===== src/rtl/byte_alu_with_flags_unit_defines.svh =====
// Assertion macros for the byte ALU.
`ifndef BYTE_ALU_WITH_FLAGS_UNIT_DEFINES_SVH
`define BYTE_ALU_WITH_FLAGS_UNIT_DEFINES_SVH

// An implication checked on every clock edge outside reset.
`define BAF_ASSERT_IMP(label, clk, rst_n, ante, cons) \
  label: assert property (@(posedge clk) disable iff (!rst_n) (ante) |-> (cons)) \
    else $error("assertion failed");

// An implication whose consequent is checked in the cycle after its antecedent.
`define BAF_ASSERT_NEXT(label, clk, rst_n, ante, cons) \
  label: assert property (@(posedge clk) disable iff (!rst_n) (ante) |=> (cons)) \
    else $error("assertion failed");

`endif


===== src/rtl/baf_pkg.sv =====
`default_nettype none
package baf_pkg;
  localparam int unsigned DivBits = 16;
  localparam int unsigned DivStages = 4;

  typedef enum logic [4:0] {
    OP_ADD = 5'd0, OP_ADC = 5'd1, OP_SUB = 5'd2, OP_SBC = 5'd3, OP_CMP = 5'd4,
    OP_AND = 5'd5, OP_BIT = 5'd6, OP_EOR = 5'd7, OP_ORA = 5'd8, OP_ASR = 5'd9,
    OP_LSR = 5'd10, OP_ROR = 5'd11, OP_LSL = 5'd12, OP_ROL = 5'd13,
    OP_COM = 5'd14, OP_NEG = 5'd15, OP_INC = 5'd16, OP_DEC = 5'd17,
    OP_CLR = 5'd18, OP_TST = 5'd19, OP_DAA = 5'd20, OP_MUL = 5'd21,
    OP_DIV = 5'd22
  } func_t;

  localparam logic [4:0] MaskV = 5'b10000;
  localparam logic [4:0] MaskH = 5'b01000;
  localparam logic [4:0] MaskN = 5'b00100;
  localparam logic [4:0] MaskZ = 5'b00010;
  localparam logic [4:0] MaskC = 5'b00001;

  typedef struct packed {
    logic [4:0] func;
    logic [7:0] acc;
    logic [7:0] operand;
    logic [7:0] index_low;
    logic [7:0] index_high;
    logic       carry_in;
    logic       half_carry_in;
  } item_t;

  typedef struct packed {
    logic [7:0] result;
    logic [7:0] result_high;
    logic       write_result;
    logic       write_high;
    logic       flag_v;
    logic       flag_h;
    logic       flag_n;
    logic       flag_z;
    logic       flag_c;
    logic [4:0] flag_mask;
  } res_t;

  // State of one division stage: partial remainder and quotient so far.
  typedef struct packed {
    logic [8:0]  rem;
    logic [15:0] quo;
  } div_t;
endpackage
`default_nettype wire


===== src/rtl/baf_if.sv =====
`default_nettype none
interface baf_in_if import baf_pkg::*; ();
  logic  valid;
  logic  ready;
  item_t data;
  modport source (output valid, output data, input ready);
  modport sink (input valid, input data, output ready);
endinterface

interface baf_out_if import baf_pkg::*; ();
  logic valid;
  logic ready;
  res_t data;
  modport source (output valid, output data, input ready);
  modport sink (input valid, input data, output ready);
endinterface
`default_nettype wire


===== src/rtl/baf_alu.sv =====
`default_nettype none
// Combinational logic for every operation except MUL and DIV.
module baf_alu import baf_pkg::*; (
  input  item_t it,
  output res_t  res
);
  logic [8:0] sum;
  logic [4:0] hsum;
  logic [8:0] diff;
  logic       ci;
  logic [7:0] a, m, r, f;
  logic       v, h, c, hic, loc;

  always_comb begin
    a = it.acc;
    m = it.operand;
    ci = 1'b0;
    res = '0;
    r = '0; v = 1'b0; h = 1'b0; c = 1'b0; f = '0;
    sum = '0; hsum = '0; diff = '0; hic = 1'b0; loc = 1'b0;
    unique case (it.func)
      OP_ADD, OP_ADC: begin
        ci = (it.func == OP_ADC) ? it.carry_in : 1'b0;
        sum = {1'b0, a} + {1'b0, m} + {8'd0, ci};
        hsum = {1'b0, a[3:0]} + {1'b0, m[3:0]} + {4'd0, ci};
        r = sum[7:0];
        c = sum[8];
        h = hsum[4];
        v = ~(a[7] ^ m[7]) & (a[7] ^ r[7]);
        res.write_result = 1'b1;
        res.flag_mask = MaskV | MaskH | MaskN | MaskZ | MaskC;
      end
      OP_SUB, OP_SBC, OP_CMP: begin
        ci = (it.func == OP_SBC) ? it.carry_in : 1'b0;
        diff = {1'b0, a} - {1'b0, m} - {8'd0, ci};
        r = diff[7:0];
        c = diff[8];
        v = (a[7] ^ m[7]) & (a[7] ^ r[7]);
        res.write_result = (it.func != OP_CMP);
        res.flag_mask = MaskV | MaskN | MaskZ | MaskC;
      end
      OP_AND, OP_BIT: begin
        r = a & m;
        res.write_result = (it.func == OP_AND);
        res.flag_mask = MaskV | MaskN | MaskZ;
      end
      OP_EOR: begin
        r = a ^ m; res.write_result = 1'b1; res.flag_mask = MaskV | MaskN | MaskZ;
      end
      OP_ORA: begin
        r = a | m; res.write_result = 1'b1; res.flag_mask = MaskV | MaskN | MaskZ;
      end
      OP_ASR, OP_LSR, OP_ROR: begin
        c = m[0];
        r = {(it.func == OP_ASR) ? m[7] : ((it.func == OP_ROR) ? it.carry_in : 1'b0),
             m[7:1]};
        v = r[7] ^ c;
        res.write_result = 1'b1;
        res.flag_mask = MaskV | MaskN | MaskZ | MaskC;
      end
      OP_LSL, OP_ROL: begin
        c = m[7];
        r = {m[6:0], (it.func == OP_ROL) ? it.carry_in : 1'b0};
        v = r[7] ^ c;
        res.write_result = 1'b1;
        res.flag_mask = MaskV | MaskN | MaskZ | MaskC;
      end
      OP_COM: begin
        r = ~m; c = 1'b1; res.write_result = 1'b1;
        res.flag_mask = MaskV | MaskN | MaskZ | MaskC;
      end
      OP_NEG: begin
        r = 8'd0 - m; c = (r != 8'd0); v = r[7] & m[7];
        res.write_result = 1'b1;
        res.flag_mask = MaskV | MaskN | MaskZ | MaskC;
      end
      OP_INC: begin
        r = m + 8'd1; v = (m == 8'h7F); res.write_result = 1'b1;
        res.flag_mask = MaskV | MaskN | MaskZ;
      end
      OP_DEC: begin
        r = m - 8'd1; v = (m == 8'h80); res.write_result = 1'b1;
        res.flag_mask = MaskV | MaskN | MaskZ;
      end
      OP_CLR: begin
        r = 8'd0; res.write_result = 1'b1; res.flag_mask = MaskV | MaskN | MaskZ;
      end
      OP_TST: begin
        r = m; res.flag_mask = MaskV | MaskN | MaskZ;
      end
      OP_DAA: begin
        loc = it.half_carry_in || (a[3:0] > 4'd9);
        hic = it.carry_in || (a[7:4] > 4'd9) || ((a[7:4] >= 4'd9) && (a[3:0] > 4'd9));
        f = {1'b0, hic, hic, 2'b00, loc, loc, 1'b0};
        r = a + f;
        c = it.carry_in | hic;
        res.write_result = 1'b1;
        res.flag_mask = MaskN | MaskZ | MaskC;
      end
      default: begin
      end
    endcase
    res.result = r;
    res.flag_v = v & res.flag_mask[4];
    res.flag_h = h & res.flag_mask[3];
    res.flag_n = r[7] & res.flag_mask[2];
    res.flag_z = (r == 8'd0) & res.flag_mask[1];
    res.flag_c = c & res.flag_mask[0];
  end
endmodule
`default_nettype wire


===== src/rtl/byte_alu_with_flags_unit.sv =====
`default_nettype none
// Channel  | Dir | Payload
// in_      | in  | func, acc, operand, index_low, index_high, carry_in, half_carry_in
// out_     | out | result, result_high, write/flags/mask
// One transaction per cycle in each direction while the output is not stalled;
// an accepted input passes the STAGES stage registers, then the output register.
// STAGES register stages of restoring division share the DivBits quotient bits.
// The multiply sits in the first stage; the other ops but DIV are decoded there too.
// A stall holds the whole pipe; the output register is freed when taken.
// Synchronous active-low reset clears the valid bits only.
`include "byte_alu_with_flags_unit_defines.svh"
module byte_alu_with_flags_unit import baf_pkg::*; #(
  parameter int unsigned STAGES = DivStages
) (
  input wire logic clk,
  input wire logic rst_n,
  baf_in_if.sink   in_ch,
  baf_out_if.source out_ch
);
  localparam int unsigned StepBits = DivBits / STAGES;
  // The last stage takes whatever quotient bits the earlier ones leave.
  localparam int unsigned LastBits = DivBits - (STAGES - 1) * StepBits;

  item_t it_r [STAGES];
  res_t  res_r [STAGES];
  div_t  dv_r [STAGES];
  logic  vld_r [STAGES];
  logic  out_vld_r;
  res_t  out_r;
  logic  adv;
  res_t  alu_res;
  logic [15:0] prod;

  assign adv = !out_vld_r || out_ch.ready;
  assign in_ch.ready = adv;
  assign out_ch.valid = out_vld_r;
  assign out_ch.data = out_r;

  baf_alu u_alu (.it(in_ch.data), .res(alu_res));
  assign prod = {8'd0, in_ch.data.acc} * {8'd0, in_ch.data.index_low};

  // One restoring step: shift in the next dividend bit, try to subtract.
  function automatic div_t div_step(div_t d, logic [7:0] x);
    logic [8:0] t;
    logic [9:0] s;
    div_t       o;
    t = {d.rem[7:0], d.quo[15]};
    s = {1'b0, t} - {2'b00, x};
    o.quo = {d.quo[14:0], !s[9]};
    o.rem = s[9] ? t : s[8:0];
    return o;
  endfunction

  function automatic div_t div_run(div_t d, logic [7:0] x, int unsigned n);
    div_t w;
    w = d;
    for (int i = 0; i < n; i++) w = div_step(w, x);
    return w;
  endfunction

  res_t s0_res;
  always_comb begin
    s0_res = alu_res;
    if (in_ch.data.func == OP_MUL) begin
      s0_res = '0;
      s0_res.result = prod[7:0];
      s0_res.result_high = prod[15:8];
      s0_res.write_result = 1'b1;
      s0_res.write_high = 1'b1;
      s0_res.flag_mask = MaskH | MaskC;
    end else if (in_ch.data.func == OP_DIV) begin
      s0_res = '0;
    end
  end

  always_ff @(posedge clk) begin
    if (!rst_n) begin
      for (int k = 0; k < STAGES; k++) vld_r[k] <= 1'b0;
      out_vld_r <= 1'b0;
    end else if (adv) begin
      vld_r[0] <= in_ch.valid;
      for (int k = 1; k < STAGES; k++) vld_r[k] <= vld_r[k-1];
      out_vld_r <= vld_r[STAGES-1];
    end
  end

  res_t fin;
  div_t dlast;
  always_comb begin
    dlast = div_run(dv_r[STAGES-1], it_r[STAGES-1].index_low, LastBits);
    fin = res_r[STAGES-1];
    if (it_r[STAGES-1].func == OP_DIV) begin
      fin = '0;
      fin.flag_mask = MaskC;
      fin.flag_c = 1'b1;
      if (it_r[STAGES-1].index_low != 8'd0) begin
        fin.result = dlast.quo[7:0];
        fin.result_high = dlast.rem[7:0];
        fin.write_result = 1'b1;
        fin.write_high = 1'b1;
        fin.flag_mask = MaskZ | MaskC;
        fin.flag_c = (dlast.quo[15:8] != 8'd0);
        fin.flag_z = (dlast.quo == 16'd0);
      end
    end
  end

  always_ff @(posedge clk) begin
    if (adv) begin
      it_r[0] <= in_ch.data;
      res_r[0] <= s0_res;
      dv_r[0] <= '{rem: 9'd0, quo: {in_ch.data.index_high, in_ch.data.acc}};
      for (int k = 1; k < STAGES; k++) begin
        it_r[k] <= it_r[k-1];
        res_r[k] <= res_r[k-1];
        dv_r[k] <= div_run(dv_r[k-1], it_r[k-1].index_low, StepBits);
      end
      out_r <= fin;
    end
  end

  `BAF_ASSERT_NEXT(a_hold, clk, rst_n, out_ch.valid && !out_ch.ready, out_ch.valid)
  `BAF_ASSERT_IMP(a_rdy, clk, rst_n, !out_vld_r, in_ch.ready)
  `BAF_ASSERT_IMP(a_wh, clk, rst_n, out_ch.valid && out_ch.data.write_high,
                  out_ch.data.write_result)
endmodule
`default_nettype wire

===== src/flat_wrapper.sv =====
// flat-port wrapper written by rule: the top's interface ports become plain ports
module byte_alu_with_flags_unit_flat import baf_pkg::*;
#(
  parameter int unsigned STAGES = DivStages
)
  (clk, rst_n, in_ch_valid, in_ch_data, in_ch_ready, out_ch_valid, out_ch_data, out_ch_ready);
  baf_in_if in_ch_i ();
  baf_out_if out_ch_i ();
  input wire logic clk;
  input wire logic rst_n;
  input wire logic [$bits(in_ch_i.valid)-1:0] in_ch_valid;
  input wire logic [$bits(in_ch_i.data)-1:0] in_ch_data;
  output wire logic [$bits(in_ch_i.ready)-1:0] in_ch_ready;
  output wire logic [$bits(out_ch_i.valid)-1:0] out_ch_valid;
  output wire logic [$bits(out_ch_i.data)-1:0] out_ch_data;
  input wire logic [$bits(out_ch_i.ready)-1:0] out_ch_ready;
  assign in_ch_i.valid = in_ch_valid;
  assign in_ch_i.data = in_ch_data;
  assign in_ch_ready = in_ch_i.ready;
  assign out_ch_valid = out_ch_i.valid;
  assign out_ch_data = out_ch_i.data;
  assign out_ch_i.ready = out_ch_ready;
  byte_alu_with_flags_unit #(.STAGES(STAGES)) u_core (.clk(clk), .rst_n(rst_n), .in_ch(in_ch_i), .out_ch(out_ch_i));
endmodule

===== config.mk =====
export PLATFORM = sky130hd
export DESIGN_NAME = byte_alu_with_flags_unit_flat
export DESIGN_NICKNAME = d
export VERILOG_FILES = /design/src/rtl/baf_pkg.sv /design/src/rtl/baf_if.sv /design/src/rtl/baf_alu.sv /design/src/rtl/byte_alu_with_flags_unit.sv /design/src/flat_wrapper.sv
export VERILOG_INCLUDE_DIRS = /design/src /design/src/rtl
export SDC_FILE = /design/constraint.sdc
export NUM_CORES = 1
export LEC_CHECK = 0
export BUFFER_PORTS_ARGS = -buffer_cell sky130_fd_sc_hd__clkbuf_2
export CORE_MARGIN = 5
export CORE_UTILIZATION = 43
export CTS_CLUSTER_DIAMETER = 100
export DETAILED_ROUTE_END_ITERATION = 10
export GPL_TIMING_DRIVEN = 0
export SLEW_MARGIN = 10
export SYNTH_ARGS = -nofsm -noshare
export SYNTH_HDL_FRONTEND = slang
export SYNTH_SLANG_ARGS = --single-unit

===== constraint.sdc =====
create_clock -name clk -period 7.58 [get_ports clk]
set_input_delay 0.379 -clock clk [delete_from_list [all_inputs] [get_ports clk]]
set_output_delay 0.379 -clock clk [all_outputs]
set_load 0.01 [all_outputs]

==> results.md, run 1 <==
- Status: finished with violations
- Violated checks: negative setup slack
- Clock Latency Late Sink: 560 ps
- Vias per std cell: 5.53
- Iteration-0 DRC Markers: 921
- Die width: 227 um
- I/O pin cnt: 73
- Crit share post-route: 101%
- Antenna Nets Post-Route: 0
- CP startpoint kind: flip-flop
- DR pass1 iterations: 5
- Final WL: roughly 50,000 um
- Post-synth EDFFs: ~280
- DRC viols: 0
- Post-Syn Area: 20,200 um2
- Synth cell types: 93
- Largest cells by area after synthesis: edfxtp_1 41%, ha_1 12%, fa_1 5.6%, inv_1 3.5%, mux2_2 2.8%
- R2R setup slack: -60 ps
- CP Capture Type: flip-flop
- #FFs+latches synth: 281
- Setup violators final: 4
- Row count: 79
- Slew margin rel.: between 20% and 30%
- Syn Inst Count: 1,874
- First-pass GRT wire length: 78,200 um
- Core ar.: 46,600 um2
- Worst slew pin tran: 1080 ps
- Achievable clock frequency: 131 MHz
- Placer Congestion: between 0.9 and 1
- Post-DP Area: roughly 22,000 um2
- CTS tree: yes
- Worst R2R Start: u_core.it_r[3][11]
- Required @ worst endpoint: 7930 ps
- HP Class: in -> reg
- CTS sink cnt: 281
- Worst path slowest cell: or4_4
- Clk slew on worst S/H paths: roughly 70 ps
- Avg Cell Area, Syn: 10.8 um2
- Port bufs: 72
- Design area: 24,700 um2
- Primary FF master, synth: edfxtp_1
- Die footprint: 51,500 um2
- Fin crit period: 7640 ps
- RSZ-0062 raised after global routing: true
- Final Net Count: approximately 2,400
- Setup TNS: -186 ps
- Root Driver: clkbuf_16
- Max Slew Vio Count: 0
- Final Core Density: 53.0%
- Critical path class: reg -> reg
- Hold Path End: u_core.vld_r[0]
- Overflow after GRT: 0
- Arr. time, crit path: 7990 ps
- Worst clock skew: 11.5 ps
- CP max stage delay: 520 ps
- Warnings from Yosys: 0
- # diodes: 0
- Area leader, netlist: edfxtp_1
- Fraction of layout cells with a size suffix above 1: 23.2%
- Number of global-route vias before repair: 14,800
- Worst Hold Depth: 3
- Via count: about 15,000
- Top cell type's share of synthesized area: 41.1%
- GRT Overall Usage: around a fifth
- Max_cap viols: 0
- Drt wl/cell: 18.1 um
- Dpl hpwl: 36,200 um
- Fin. Hold Viols: 0
- Final WS setup: -61.2 ps
- Async SR Flop Fraction: 0%
- R2R Path End: u_core.out_ch.data[14]
- Register area share after synthesis: 41.5%
- Clk buf depth: 3
- Htree depth: 1
- CP dominant cell by count: o31a_1
- Peak fanout along the critical path: 7
- Initial antenna violation count: 0
- Fillers: 4,022
- Starting Density: 43.5%
- Die height: 227 um
- Hold wc startpoint: in_ch_valid
- TritonCTS Buffers: 30
- Pin count of the biggest net entering global routing: 129
- FF-to-FF path depth: 33
- Area delta synth->final: 21.9%
[routing by layer]
metal  share of wire (%)  GRT usage (%)  wire length, um  vias to the layer above
met2                  47           30.3            23300                      323
met5                   0              0                0                        -
met1                  47           26.6            23200                     7381
li1                    -              -                -                     7415
met4                 2.6           5.27             1300                        0
met3                 4.1           2.42             2060                       90
[registers in the layout (all words and copies together), names as in the netlist]
register	count
u_core.vld_r	4
u_core.dv_r	64
u_core.it_r	76
u_core.out_ch.data	28
u_core.out_ch.valid	1
u_core.res_r	108
[stage by stage]
stage | instances | hold slack (ps) | worst slack, ps
final | 2749 | 66.3 | -61.2
after global placement | 2554 | 401 | -1560
after CTS | 2704 | 37.6 | -96.0
after detailed placement | 2557 | 405 | -1400
after global routing | 2749 | 66.2 | -240
after floorplan | 1875 | 400 | 11.0
[cell families (layout without fill, tap and decap cells)]
group / Yosys count / after routing / share of synthesized area [%]
mux: 79 / 79 / 4.34
buf+inv: 227 / 493 / 4.34
other cells: 1 / 2 / 0.0185
compound gates: 428 / 429 / 15.1
fa+ha+maj: 257 / 257 / 18.0
simple gates: 524 / 524 / 13.3
flops: 281 / 281 / 41.5
xor+xnor: 77 / 77 / 3.33
[repair_timing]
action                                  4_1_cts  5_1_grt
hold buffers                                 10        0
pin swaps                                    50       67
endpoints found under the hold margin        10        0
gates cloned                                  1        0
setup buffers                                83       47
endpoints found under the setup margin       36       35
resized for setup                           141      101
[cell usage in the layout, fill, tap and decap left out, types with 27 or more instances in the layout]
cell type	synthesis	routed
edfxtp_1	277	277
ha_1	200	167
inv_1	188	163
buf_4	1	123
nand2_1	114	111
nor2_1	108	102
o21ai_0	89	72
clkbuf_2	0	72
xnor2_1	61	61
a21oi_1	63	57
fa_1	57	56
nor3_1	57	52
o21a_1	51	51
and2_1	50	47
mux2_2	50	33
clkbuf_16	0	30
nand3_1	33	29
nor2b_1	38	27
clkbuf_1	28	27
[layout make-up]
cell class,count,area [um2],area share (%)
tap,607,759,3.08
sequential,281,8400,34.0
clock buffer,32,758,3.07
multi-input combinational,1368,12100,48.8
clock inverter,23,230,0.933
timing repair buffer,215,1560,6.32
inverter,189,733,2.97
buffer,34,183,0.740
[worst max path at each step]
stage	start	end	slack, ps	depth (start not counted)
CTS	u_core.it_r[3][11]	u_core.out_ch.data[14]	-100	36
finish	u_core.it_r[3][11]	u_core.out_ch.data[14]	-60	33
detailed placement	u_core.it_r[3][11]	u_core.out_ch.data[19]	-1400	34
floorplan	u_core.it_r[2][11]	u_core.dv_r[3][18]	10	36
global route	u_core.dv_r[3][15]	u_core.out_ch.data[13]	-240	35
global placement	out_ch_ready	in_ch_ready	-1560	4
[synth_stat cells, types with 6 or more instances]
cell type / number
nor3b_1: 11
and3_1: 9
nand4_1: 12
nor3_1: 57
nor2_1: 108
a21oi_1: 63
or4_1: 7
a22oi_1: 10
a211o_1: 8
nor2b_1: 38
nand3_1: 33
o211ai_1: 24
nor4_1: 16
a21boi_0: 15
o21bai_1: 8
o311ai_0: 7
clkbuf_1: 28
edfxtp_1: 277
a22o_1: 10
nand2b_1: 24
o21a_1: 51
inv_1: 188
and2_1: 50
o31a_1: 17
o21ai_0: 89
buf_2: 6
fa_1: 57
mux2_2: 50
o2111ai_1: 8
ha_1: 200
a211oi_1: 12
xor2_1: 16
nand2_1: 114
or3_1: 17
xnor2_1: 61
a21o_1: 25
o31ai_1: 10
mux2i_1: 24
[critical path: cells and delay by family (launching register included)]
kind | cells | cell delay, ps
and+or+nand+nor | 10 | 2070
muxes | 1 | 330
adders and majority gates | 4 | 930
AOI/OAI and AO/OA | 14 | 3170
DFF | 1 | 410
buffers and inverters | 4 | 500
Power of run 1 is not shown: default switching activity piles up to over one toggle a cycle in this logic, so the estimate is an artifact.
==> inputs of run 2 (changes only) <==
==> constraint.sdc (replaced) <==
create_clock -name clk -period 9.4 [get_ports clk]
set_input_delay 0.47 -clock clk [delete_from_list [all_inputs] [get_ports clk]]
set_output_delay 0.47 -clock clk [all_outputs]
set_load 0.01 [all_outputs]
==> run 2 against run 1 <==
  * The flow now finishes without violations
  * Cell count shrank 4.9%
  * Flip-flop and latch count is the same
  * Routed wire length shrank 6.2%
  * Global-route usage shrank 0.66 points
  * Sequential share of layout area grew 3.2 points
  * Die area is the same
  * Clock skew grew 4.1 ps
  * Critical path depth shrank 1
  * Fmax shrank 15%
==> results.md, run 2 (synthesis gave the netlist of run 1 again) <==
- Slew margin rel.: 35.8%
- FF-to-FF path depth: 32
- Hold Path End: u_core.it_r[0][2]
- Largest Register: u_core.res_r
- Sequential cell area: ~8400 um2
- Starting Density: 43.5%
- Antenna Nets Post-Route: 0
- Worst slew pin tran: 953 ps
- Top flop regs: u_core.res_r x108, u_core.it_r x76, u_core.dv_r x64
- Die width: ~230 um
- Dpl hpwl: 36,200 um
- Max Slew Vio Count: 0
- Required @ worst endpoint: 9720 ps
- Design area: 22,500 um2
- Row count: 79
- Core ar.: 46,600 um2
- Final WS setup: 403 ps
- Setup violators final: 0
- Iteration-0 DRC Markers: 1,041
- Clock Latency Late Sink: 560 ps
- Initial antenna violation count: 0
- Root Driver: clkbuf_16
- Status: finished clean
- # diodes: 0
- R2R Path End: u_core.out_ch.data[17]
- Final non-filler cell total: 2,613
- Fillers: 4,211
- Die footprint: 51,500 um2
- Area delta synth->final: 11.3%
- Critical path class: reg -> reg
- Multi-input combinational cell area: between 10,000 and 15,000 um2
- Vias per std cell: 5.57
- Fin crit period: approximately 9000 ps
- Worst path slowest cell: or4_1
- Final WL: 46,800 um
- Clk slew on worst S/H paths: 70 ps
- Clk buf depth: 3
- Commonest non-fill, non-tap cells in the layout: 277 x edfxtp_1, 200 x ha_1, 185 x inv_1, 113 x nand2_1, 107 x nor2_1
- Htree depth: 1
- I/O pin cnt: 73
- Fin. Hold Viols: 0
- HP Class: in -> reg
- CTS tree: yes
- CP Capture Type: flip-flop
- Max reg flops: 108
- Fraction of layout cells with a size suffix above 1: 11.6%
- Peak fanout along the critical path: 10
- Hold wc startpoint: in_ch_data[2]
- CTS sink cnt: ~280
- CP max stage delay: approximately 520 ps
- Final Net Count: around 2,300
- Port bufs: 72
- Via count: between 10,000 and 15,000
- Worst R2R Start: u_core.it_r[3][16]
- Post-DP Area: 21,400 um2
- Worst clock skew: 15.7 ps
- Commonest non-fill, non-tap cell in the layout: edfxtp_1
- R2R setup slack: ~400 ps
- Number of global-route vias before repair: 14,300
- GRT Overall Usage: 18.0%
- Achievable clock frequency: 111 MHz
- CP startpoint kind: flip-flop
- Overflow after GRT: 0
- Crit share post-route: a little over nine tenths
- DRC viols: 0
- Arr. time, crit path: 9320 ps
- Drt wl/cell: 17.9 um
- Die height: 227 um
- Critical path origin: u_core.it_r[3][16]
- Placer Congestion: 0.930
- Max_cap viols: 0
- DR pass1 iterations: 6
- Worst Hold Depth: 1
- CP dominant cell by count: ha_1
- Dpl ws: -701 ps
- Pin count of the biggest net entering global routing: 123
- Placed instance count: 2,557
- First-pass GRT wire length: ~76,000 um
- TritonCTS Buffers: 29
-- run 2: cell types whose count changed in the layout (fill, tap and decap cells not counted), sizes merged --
cell | before | now
dlygate4sd3 | 10 | 0
clkinv | 13 | 11
inv | 191 | 193
clkinvlp | 5 | 2
o211ai | 27 | 26
buf | 140 | 16
bufinv | 3 | 5
-- run 2: worst max-delay path, delay by kind of cell (launching register included) --
| family | cells | cell delay, ps |
|---|---|---|
| muxes | 1 | 420 |
| DFF | 1 | 410 |
| adders and majority gates | 4 | 1080 |
| AOI/OAI and AO/OA | 13 | 3540 |
| and+or+nand+nor | 8 | 2150 |
| buffers and inverters | 6 | 1160 |
-- run 2: per-stage QoR --
step           utilization, %  hold slack [ps]  setup TNS (ps)
4_1_cts                  48.3             49.7               0
5_1_grt                  48.4             59.6           -5.12
6_report                 48.4             85.2               0
3_5_place_dp             46.0              405           -4940
2_1_floorplan               -              400               0
3_3_place_gp             45.9              400           -4700
-- run 2: cell type report --
class / instances / area share (%)
sequential: 281 / 37.3
buffer: 37 / 0.739
inverter: 189 / 3.18
clock inverter: 22 / 1.18
multi-input combinational: 1367 / 49.0
clock buffer: 32 / 3.27
timing repair buffer: 78 / 1.97
tap: 607 / 3.37
-- run 2: worst max-delay path by stage --
stage | slack, ps | end
2_1_floorplan | 1090 | u_core.out_ch.data[12]
3_3_place_gp | -660 | u_core.out_ch.data[17]
3_5_place_dp | -700 | u_core.out_ch.data[17]
4_1_cts | 90 | u_core.out_ch.data[17]
5_1_grt | -5 | u_core.out_ch.data[15]
6_report | 400 | u_core.out_ch.data[17]
-- run 2: layer usage --
metal	vias up	track usage, %	wire length [um]
met5	-	0	0
met4	0	5.38	1350
met3	80	1.79	2060
met2	338	28.9	21100
met1	6996	26.1	22300
li1	7138	-	-
-- run 2: timing repair --
item | CTS | global route
hold buffers | 0 | 0
setup endpoints to repair | 9 | 17
pin swaps | 1 | 2
buffers inserted | 2 | 1
resized for setup | 6 | 12
Power of run 2 is left out for the same reason.
==> inputs of run 3 (changes only) <==
--- a/config.mk
+++ b/config.mk
@@ -8,11 +8,13 @@
 export LEC_CHECK = 0
 export BUFFER_PORTS_ARGS = -buffer_cell sky130_fd_sc_hd__clkbuf_2
 export CORE_MARGIN = 5
-export CORE_UTILIZATION = 43
+export CORE_UTILIZATION = 55
 export CTS_CLUSTER_DIAMETER = 100
 export DETAILED_ROUTE_END_ITERATION = 10
 export GPL_TIMING_DRIVEN = 0
+export PLACE_DENSITY = 0.72
 export SLEW_MARGIN = 10
 export SYNTH_ARGS = -nofsm -noshare
 export SYNTH_HDL_FRONTEND = slang
+export SYNTH_HIERARCHICAL = 1
 export SYNTH_SLANG_ARGS = --single-unit
==> run 3 against run 2 <==
  * First-iteration DRC count shrank 28%
  * Worst setup slack gained 110 ps
  * Clock-buffer cell count is the same
  * Critical path depth increased by 6
  * Core utilization is 14 points higher
  * Register-to-register slack better by 110 ps
  * Fmax increased by 1.3%
  * Die area decreased by 22%
==> results.md, run 3 <==
- Status: finished clean
- Clk slew on worst S/H paths: 70 ps
- DRC viols: 0
- Root Driver: clkbuf_16
- Commonest cells post-synth: 281 x edfxtp_1, 200 x ha_1, 168 x inv_1
- GRT Overall Usage: 22.1%
- DR pass1 iterations: 5
- Largest cells by area after synthesis: edfxtp_1 42%, ha_1 13%, fa_1 5.7%, inv_1 3.2%, xnor2_1 3.0%
- Async SR Flop Fraction: 0%
- Drt wl/cell: 18.1 um
- Final WL: roughly 44,000 um
- I/O pin cnt: between 70 and 80
- #FFs+latches synth: 285
- Post-synth EDFFs: 281
- Max Slew Vio Count: 0
- CP Capture Type: flip-flop
- Htree depth: 1
- Via count: 14,000
- Largest Register: u_core/res_r
- Die width: 200 um
- Slew margin rel.: 36.3%
- Final Core Density: between 60 and 70%
- Warnings from Yosys: 6
- Worst clock skew: 10.9 ps
- Critical path origin: u_core/it_r[3][11]
- Number of global-route vias before repair: 13,800
- TritonCTS Buffers: 29
- Synth cell types: 87
- Avg Cell Area, Syn: 11.0 um2
- Port bufs: 72
- FF-to-FF path depth: 38
- Commonest non-fill, non-tap cell in the layout: edfxtp_1
- Placer Congestion: between 0.8 and 0.9
- Dpl hpwl: 33,300 um
- Final Net Count: between 2,000 and 2,500
- Achievable clock frequency: 113 MHz
- R2R Path End: u_core/out_ch.data[16]
- Vias per std cell: 5.81
- Clock Latency Late Sink: 570 ps
- CP dominant cell by count: ha_1
- Overflow after GRT: 0
- Syn Inst Count: around 1,800
- Fraction of layout cells with a size suffix above 1: 13.1%
- Core ar.: about 36,000 um2
- Iteration-0 DRC Markers: 749
- Register area share after synthesis: 42.9%
- Critical path class: reg -> reg
- Starting Density: between 50% and 60%
- Clk buf depth: 3
- CP startpoint kind: flip-flop
- Fin Hold WS: 76.5 ps
- Max_cap viols: 0
- Count leader, synth: edfxtp_1
- Fin. Hold Viols: 0
- Die footprint: 40,000 um2
- HP Class: in -> reg
- Antenna Nets Post-Route: 0
- Worst setup endpoint: u_core/out_ch.data[16]
- Pin count of the biggest net entering global routing: 117
- First-pass GRT wire length: roughly 70,000 um
- Worst R2R Start: u_core/it_r[3][11]
- Worst slew pin tran: 949 ps
- Area leader, netlist: edfxtp_1
- CTS sink cnt: 285
- Initial antenna violation count: 0
- # diodes: 0
- Primary FF master, synth: edfxtp_1
- Row count: 69
- Arr. time, crit path: 9190 ps
- Required @ worst endpoint: 9710 ps
- Worst path slowest cell: edfxtp_1
- Setup violators final: 0
- Crit share post-route: a little over nine tenths
- Top flop regs: u_core/res_r x112, u_core/dv_r x72, u_core/it_r x68
- Post-Syn Area: 19,900 um2
- CTS tree: yes
- Commonest non-fill, non-tap cells in the layout: 281 x edfxtp_1, 200 x ha_1, 165 x inv_1, 135 x nand2_1, 95 x nor2_1
- Peak fanout along the critical path: 10
- CP max stage delay: 460 ps
- Area delta synth->final: 11.6%
- Max reg flops: 112
- Die height: about 200 um
- Fin crit period: between 8000 and 9000 ps
- Top cell type's share of synthesized area: a little over two fifths
- R2R setup slack: 520 ps
[run 3: worst min-delay path by stage]
stage	from	end	slack, ps	depth (start not counted)
finish	in_ch_data[6]	u_core/it_r[0][6]	80	1
CTS	in_ch_data[3]	u_core/it_r[0][3]	40	1
floorplan	u_core/it_r[0][32]	u_core/dv_r[1][10]	400	0
global route	in_ch_data[9]	u_core/it_r[0][9]	50	1
global placement	u_core/it_r[0][4]	u_core/dv_r[1][14]	400	0
detailed placement	u_core/it_r[0][29]	u_core/dv_r[1][7]	400	0
[run 3: worst max-delay path, delay by kind of cell (launching register included)]
kind | cells | cell delay [ps]
mux | 1 | 400
buf+inv | 6 | 1010
fa+ha+maj | 4 | 1050
flops | 1 | 460
compound gates | 18 | 4220
simple gates | 9 | 1470
[run 3: kinds of logic after synthesis]
kind of cell / count (synthesis) / share of synthesized area (%)
AOI/OAI and AO/OA: 397 / 13.7
xor gates and xnor gates: 90 / 3.97
adders and majority gates: 257 / 18.3
buffers and inverters: 220 / 4.56
DFF: 285 / 42.9
muxes: 69 / 3.87
other: 2 / 0.0378
and+or+nand+nor: 488 / 12.6
[run 3: area by class of cell]
cell class | instances | area [um2]
sequential | 285 | 8520
buffer | 50 | 282
fill | 2885 | 13400
timing repair buffer | 88 | 520
multi-input combinational | 1312 | 10600
tap | 461 | 577
clock buffer | 32 | 737
clock inverter | 22 | 299
inverter | 168 | 638
[run 3: what timing repair did]
action / in CTS / in global routing
endpoints found under the setup margin: 21 / 35
setup buffers: 1 / 13
hold buffers: 0 / 0
resized for setup: 14 / 26
pin swaps: 1 / 6
[run 3: per-stage QoR]
step	cells	setup slack [ps]	instance area, um2	setup TNS (ps)
after floorplan	1817	696	19900	0
after global placement	2350	-744	20800	-6010
after detailed placement	2352	-886	20900	-7700
after CTS	2407	21.4	22000	0
after global routing	2418	-5.76	22200	-5.76
final	2418	517	22200	0
[run 3: metal layers]
metal	vias up	share of wire (%)	track usage (%)	wire (um)
met3	50	4.8	2.85	2120
met2	321	46	34.9	20100
met1	6833	48	32.7	20900
li1	6842	-	-	-
met5	-	0	0	0
met4	0	1.7	5.18	754
Power of run 3 is left out for the same reason.
